**config.mk**
```make
export PLATFORM = sky130hd
export DESIGN_NAME = rendezvous_channel_matcher
export DESIGN_NICKNAME = d
export VERILOG_FILES = /design/src/rtl/rcm_pkg.sv /design/src/rtl/rendezvous_channel_matcher.sv
export SDC_FILE = /design/constraint.sdc
export NUM_CORES = 1
export LEC_CHECK = 0
export BUFFER_PORTS_ARGS = -buffer_cell sky130_fd_sc_hd__buf_2
export CAP_MARGIN = 40
export CORE_MARGIN = 2
export CORE_UTILIZATION = 56
export CTS_CLUSTER_DIAMETER = 200
export CTS_CLUSTER_SIZE = 28
export DETAILED_ROUTE_END_ITERATION = 8
export PLACE_DENSITY = 0.76
export SLEW_MARGIN = 20
export SYNTH_ARGS = -nofsm -noshare
export SYNTH_HDL_FRONTEND = slang
export SYNTH_SLANG_ARGS = --single-unit
export TNS_END_PERCENT = 10
```
**constraint.sdc**
```tcl
create_clock -name clk -period 6.11 [get_ports clk]
set_clock_uncertainty 0.05 [all_clocks]
set_input_delay 0.611 -clock clk [delete_from_list [all_inputs] [get_ports clk]]
set_output_delay 0.611 -clock clk [all_outputs]
set_load 0.1 [all_outputs]
```
**src/rtl/rcm_pkg.sv**
```systemverilog
// ----------------------------------------------------------------------------
// rcm_pkg: shared definitions for the rendezvous channel matcher
// Depths, index widths and result status codes.
// ----------------------------------------------------------------------------
package rcm_pkg;

	localparam int MSG_DEPTH    = 16;
	localparam int WAIT_DEPTH   = 16;
	localparam int TASK_ID_BITS = 8;

	// Task ids are carried on 8-bit ports; bits above the port width are dropped.
	localparam int TID_W = (TASK_ID_BITS < 8) ? TASK_ID_BITS : 8;

	localparam int MSG_AW  = $clog2(MSG_DEPTH);
	localparam int WAIT_AW = $clog2(WAIT_DEPTH);
	localparam int MSG_CW  = $clog2(MSG_DEPTH + 1);
	localparam int WAIT_CW = $clog2(WAIT_DEPTH + 1);

	typedef enum logic [2:0] {
		ST_HANDED   = 3'd0,
		ST_STORED   = 3'd1,
		ST_RECEIVED = 3'd2,
		ST_QUEUED   = 3'd3,
		ST_FULL     = 3'd4
	} status_t;

	localparam logic REQ_SEND = 1'b0;
	localparam logic REQ_RECV = 1'b1;

endpackage

```
**src/rtl/rendezvous_channel_matcher.sv**
```systemverilog
// ----------------------------------------------------------------------------
// rendezvous_channel_matcher: pairs senders with waiting receivers
// Two circular FIFOs in synchronous memories: stored message words and
// waiting receiver task ids. Each request pushes or pops at most one of them.
// ----------------------------------------------------------------------------
// Result: a request taken at a clock edge gives its result word, marked by done,
//   during the following cycle; one result per request, also when a full FIFO moves nothing.
// Throughput: one request per cycle; a request touches one port of one FIFO
//   memory, so busy never rises and the receiver cannot stall the block.
// Reset: arst_n clears heads, tails, counts and done; memory contents stay
//   undefined and are only read behind a nonzero count.
module rendezvous_channel_matcher (
	input  logic                    clk,
	input  logic                    arst_n,
	input  logic                    start,
	output logic                    busy,
	input  logic                    req_type,
	input  logic [7:0]              task_id,
	input  logic signed [63:0]      msg_value,
	output logic                    done,
	output rcm_pkg::status_t        status,
	output logic [7:0]              woken_task,
	output logic [7:0]              scheduling_task,
	output logic signed [63:0]      out_value
);
	import rcm_pkg::*;

	// FIFO memories
	logic [63:0]      msg_mem  [MSG_DEPTH];
	logic [TID_W-1:0] wait_mem [WAIT_DEPTH];

	// FIFO pointers and fill counts
	logic [MSG_AW-1:0]  msg_head_q, msg_tail_q;
	logic [MSG_CW-1:0]  msg_cnt_q;
	logic [WAIT_AW-1:0] wait_head_q, wait_tail_q;
	logic [WAIT_CW-1:0] wait_cnt_q;

	// Result stage
	logic               done_s1;
	status_t            status_s1;
	logic [7:0]         sched_s1;
	logic [63:0]        val_s1;
	logic [63:0]        msg_rd_s1;
	logic [TID_W-1:0]   wait_rd_s1;

	// Decode of the current request
	logic               accept;
	logic               msg_push, msg_pop, wait_push, wait_pop;
	logic               msg_empty, msg_full, wait_empty, wait_full;
	status_t            status_d;
	logic [TID_W-1:0]   task_d;

	// The channel has no stall source: every request completes in one memory access.
	assign busy   = 1'b0;
	assign accept = start && !busy;
	assign task_d = task_id[TID_W-1:0];

	assign msg_empty  = (msg_cnt_q == '0);
	assign msg_full   = (msg_cnt_q == MSG_CW'(MSG_DEPTH));
	assign wait_empty = (wait_cnt_q == '0);
	assign wait_full  = (wait_cnt_q == WAIT_CW'(WAIT_DEPTH));

	// Pick the FIFO that this request moves and the status it reports.
	always_comb begin
		msg_push  = 1'b0;
		msg_pop   = 1'b0;
		wait_push = 1'b0;
		wait_pop  = 1'b0;
		status_d  = ST_FULL;
		if (req_type == REQ_SEND) begin
			if (!wait_empty) begin
				// hand the word straight to the oldest waiting receiver
				wait_pop = accept;
				status_d = ST_HANDED;
			end else if (!msg_full) begin
				msg_push = accept;
				status_d = ST_STORED;
			end
		end else begin
			if (!msg_empty) begin
				msg_pop  = accept;
				status_d = ST_RECEIVED;
			end else if (!wait_full) begin
				// park the receiver until a sender shows up
				wait_push = accept;
				status_d  = ST_QUEUED;
			end
		end
	end

	// Message memory: write at the tail, registered read at the head.
	// A pop never shares an edge with a push on the same FIFO, so no bypass is needed.
	always_ff @(posedge clk) begin
		if (msg_push) begin
			msg_mem[msg_tail_q] <= msg_value;
		end
		if (msg_pop) begin
			msg_rd_s1 <= msg_mem[msg_head_q];
		end
	end

	// Waiter memory: same organization, holds receiver task ids.
	always_ff @(posedge clk) begin
		if (wait_push) begin
			wait_mem[wait_tail_q] <= task_d;
		end
		if (wait_pop) begin
			wait_rd_s1 <= wait_mem[wait_head_q];
		end
	end

	// Advance pointers and counts; wrap indexes at the depth.
	always_ff @(posedge clk or negedge arst_n) begin
		if (!arst_n) begin
			msg_head_q  <= '0;
			msg_tail_q  <= '0;
			msg_cnt_q   <= '0;
			wait_head_q <= '0;
			wait_tail_q <= '0;
			wait_cnt_q  <= '0;
		end else begin
			if (msg_push) begin
				msg_tail_q <= (msg_tail_q == MSG_AW'(MSG_DEPTH - 1)) ? '0 : msg_tail_q + 1'b1;
				msg_cnt_q  <= msg_cnt_q + 1'b1;
			end
			if (msg_pop) begin
				msg_head_q <= (msg_head_q == MSG_AW'(MSG_DEPTH - 1)) ? '0 : msg_head_q + 1'b1;
				msg_cnt_q  <= msg_cnt_q - 1'b1;
			end
			if (wait_push) begin
				wait_tail_q <= (wait_tail_q == WAIT_AW'(WAIT_DEPTH - 1)) ?
					'0 : wait_tail_q + 1'b1;
				wait_cnt_q  <= wait_cnt_q + 1'b1;
			end
			if (wait_pop) begin
				wait_head_q <= (wait_head_q == WAIT_AW'(WAIT_DEPTH - 1)) ?
					'0 : wait_head_q + 1'b1;
				wait_cnt_q  <= wait_cnt_q - 1'b1;
			end
		end
	end

	// Result strobe: raised in the cycle after each accepted request.
	always_ff @(posedge clk or negedge arst_n) begin
		if (!arst_n) begin
			done_s1 <= 1'b0;
		end else begin
			done_s1 <= accept;
		end
	end

	// Result payload; fields with no meaning for the status are held at zero.
	always_ff @(posedge clk) begin
		if (accept) begin
			status_s1 <= status_d;
			sched_s1  <= (status_d == ST_HANDED) ? 8'(task_d) : 8'd0;
			val_s1    <= (status_d == ST_HANDED) ? msg_value : 64'd0;
		end
	end

	assign done            = done_s1;
	assign status          = status_s1;
	assign scheduling_task = sched_s1;
	assign woken_task      = (status_s1 == ST_HANDED) ? 8'(wait_rd_s1) : 8'd0;
	assign out_value       = (status_s1 == ST_RECEIVED) ? msg_rd_s1 : val_s1;

`ifndef SYNTHESIS
	// A channel never holds stored words and parked receivers at once.
	a_one_side_pending: assert property (@(posedge clk) disable iff (!arst_n)
		!(!msg_empty && !wait_empty))
		else $error("message and waiter FIFOs both nonempty");

	// Fill counts stay within their depths.
	a_counts_bounded: assert property (@(posedge clk) disable iff (!arst_n)
		(msg_cnt_q <= MSG_CW'(MSG_DEPTH)) && (wait_cnt_q <= WAIT_CW'(WAIT_DEPTH)))
		else $error("FIFO count beyond depth");

	// Every accepted request yields a result strobe in the next cycle.
	a_result_follows: assert property (@(posedge clk) disable iff (!arst_n)
		accept |=> done)
		else $error("missing result strobe");

	// A handoff to a waiter removes exactly one waiter and leaves messages alone.
	a_handoff_pops: assert property (@(posedge clk) disable iff (!arst_n)
		(accept && (req_type == REQ_SEND) && !wait_empty) |=>
		(wait_cnt_q == $past(wait_cnt_q) - 1'b1) && (msg_cnt_q == $past(msg_cnt_q)))
		else $error("handoff did not pop the waiter FIFO");
`endif

endmodule
```
==> results.cfg <==
[sta]
fin_crit_sh = 0.612
setup_ws_ns = 2.37
worst_pin_slew_ns = 0.906
layout_min_cycle_time_ns = 3.74
fmax_ghz = 0.267
holdWs_ns = 0.252
slew_violations = 0
timing.final.hold_violations = 0
rsz0062_at_grt = no
slew_headroom = 0.396
final.setup.tns_ns = 0
final-setup-viol-count = 0

[pwr]
power_frac_clock = 0.198
sequentialPowerShare = 0.513
p_int_mw = 14.5
p_leak_nw = 18.0
total_power_mw = 21.2
power_switching_share = 0.315
p_comb_frac = 0.289
p_per_area_mw_per_mm2 = 382
vdd_drop_max_uv = 282
p_sw_mw = 6.67

[floorplanning]
coreArea_mm2 = 0.0903
fp.dieW_um = 306
dieArea_mm2 = 0.0939
std_cell_rows = 110
die_h_um = 306
initial_utilization = 0.568
ios = 161

[global_route]
grt_max_degree = 80
track_usage = 0.232
antenna_found_initial = 5
grt_pass1_vias = 25421
grt-ovfl-total = 0
grt_first_pass_wirelength_mm = 162

[place]
gp_congestion = 0.783
dpl.hpwl_mm = 63.3
io_buffer_count = 159
detailedPlace.worstSlack_ns = 2.14

[worst_setup_path]
cp-end-kind = flip-flop
cp_top_family = buffers and inverters
critical_path_class = reg -> reg
slowest_stage = buf_4
critPathMaxStageDelay_ns = 0.76
critPathLaunch = msg_head_q[2]
crit_path_max_fanout = 50
critPathRequiredTime_ns = 6.49
crit_path_start_kind = flip-flop
arrival_ns = 4.12
worstReg2RegStart = msg_head_q[2]
cp_cell_sequence = buf_4 -> and2_4 -> buf_12 -> buf_4 -> a221oi_1 -> o21ai_0 -> nand2_1
path_buf_inv = 3
crit_top_cell = buf_4

[clock_network]
clk_latency_ns = 0.67
cts.root.buffer_cell = clkbuf_16
cts_tree = yes
cts_buffer_depth = 3
cts_sinks = 1326
cts-resized-gates = 0
htree_levels = 2
postCtsSetupBuffers = 0
cts.clk_slew.worst_paths_ns = 0.11
cts_buffers = 53

[status]
status = finished, final reports clean

[routing]
first_iter_violations = 3013
ant_nets = 0
viasPerCell = 6.42
drt_wl_total_mm = 109
vias = 24900
wire_per_inst_um = 28.0
firstDrtPassIters = 6
drc = 0

[layout]
diodes = 0
area_delta_synth_final_pct = 8.24
fillCellCount = 6116
layout_commonest_cell = edfxtp_1
layout.nets = 2772
layout_common_cells = edfxtp_1, mux2i_1, mux4_2, buf_2, a221oi_1
final_layout_size_suffix_gt1_frac = 0.211

[logic_synthesis]
seq_area_frac_synth = 0.774
synth_ff_type = edfxtp_1
avgSynthCellArea_um2 = 20.3
yosys_register_bits = 1326
ys_async_sr_fraction = 0.0204
synth_fp_nets = 2620
synth-edff-count = 1299
yosys_warnings = 0
synth.distinct_cells = 56
syn_area_mm2 = 0.0512
syn_inst = 2526

[worst_hold_path]
hp-start = msg_value[22]
hold_class = in -> reg

[run]
drv_cap = 0
power groups by stage:
stage	Combinational, mW	Sequential, mW	Clock (mW)
2_1_floorplan	4.67	10.8	0
3_3_place_gp	5.78	11.1	0
3_5_place_dp	6.07	11.1	0
4_1_cts	6.10	10.9	4.28
5_1_grt	6.53	10.9	4.58
6_report	6.12	10.9	4.20
flip-flops by register name, summed over array words and instances, names as in the netlist, 5 cells and up:
name	count
msg_rd_s1	64
wait_cnt_q	5
wait_rd_s1	8
wait_mem	128
msg_cnt_q	5
scheduling_task	8
val_s1	64
msg_mem	1024
timing repair:
item                                   in CTS  in global routing
endpoints found under the hold margin      27                  0
hold buffers                                1                  0
setup endpoints to repair                   0                  0
cell families (layout without fill, tap and decap cells):
group                    Yosys count  after routing  synth area share
flip-flops                      1326           1326             0.774
multiplexers                     498            498             0.140
AO/OA/AOI/OAI                    297            297            0.0442
AND/OR/NAND/NOR                  221            221            0.0217
buffers and inverters            154            330            0.0129
adder cells (fa/ha/maj)           18             18           0.00469
XOR/XNOR                          11             11           0.00188
other                              1              1         0.0000732
final timing paths:
check,end,slack (ns),cells after the start
worst max-delay path,msg_rd_s1[40],2.37,7
worst min-delay path,msg_mem[12][22],0.25,1
worst max register to register,msg_rd_s1[40],2.37,7
worst min register to register,msg_cnt_q[0],0.49,1
max in group asynchronous,msg_head_q[1],5.44,3
min in group asynchronous,done,0.37,3
area by class of cell:
type	instances	area [um^2]	share of cell area
flip-flops and latches	1326	39700	0.716
well taps	1176	1470	0.0265
repair buffers	238	1740	0.0314
multi-input cells	1046	11000	0.199
clock buffers	75	1410	0.0254
clock inverters	4	57.6	0.00104
inverters	13	50.0	0.000902
synthesized netlist by cell type, types with 16 or more instances:
library cell     n  area share
buf_2           38      0.0037
o21ai_0         71      0.0069
mux2_2          72       0.016
mux4_2         168       0.074
a22oi_1         64      0.0094
nand2_1         82      0.0060
ha_1            16      0.0039
nor2_1          27      0.0020
edfxtp_1      1299        0.76
dfrtp_1         27       0.013
a221oi_1       128       0.022
clkbuf_1        85      0.0062
and2_1          81      0.0099
mux2i_1        258       0.050
layer usage:
layer	track usage	vias up	routed length, um	share of wire
li1	-	10642	-	-
met1	0.325	12907	42500	0.39
met2	0.394	1194	54700	0.50
met3	0.0306	155	9020	0.083
met4	0.0578	2	2540	0.023
met5	0	-	13	0.00012
metrics by stage:
stage | utilization | cells | cell area (um^2)
after global placement | 0.594 | 3776 | 53600
final | 0.614 | 3878 | 55500
after CTS | 0.613 | 3871 | 55300
after floorplan | - | 2526 | 51200
after global routing | 0.614 | 3878 | 55500
after detailed placement | 0.597 | 3791 | 53900
Power figures use the tool's default switching activity.
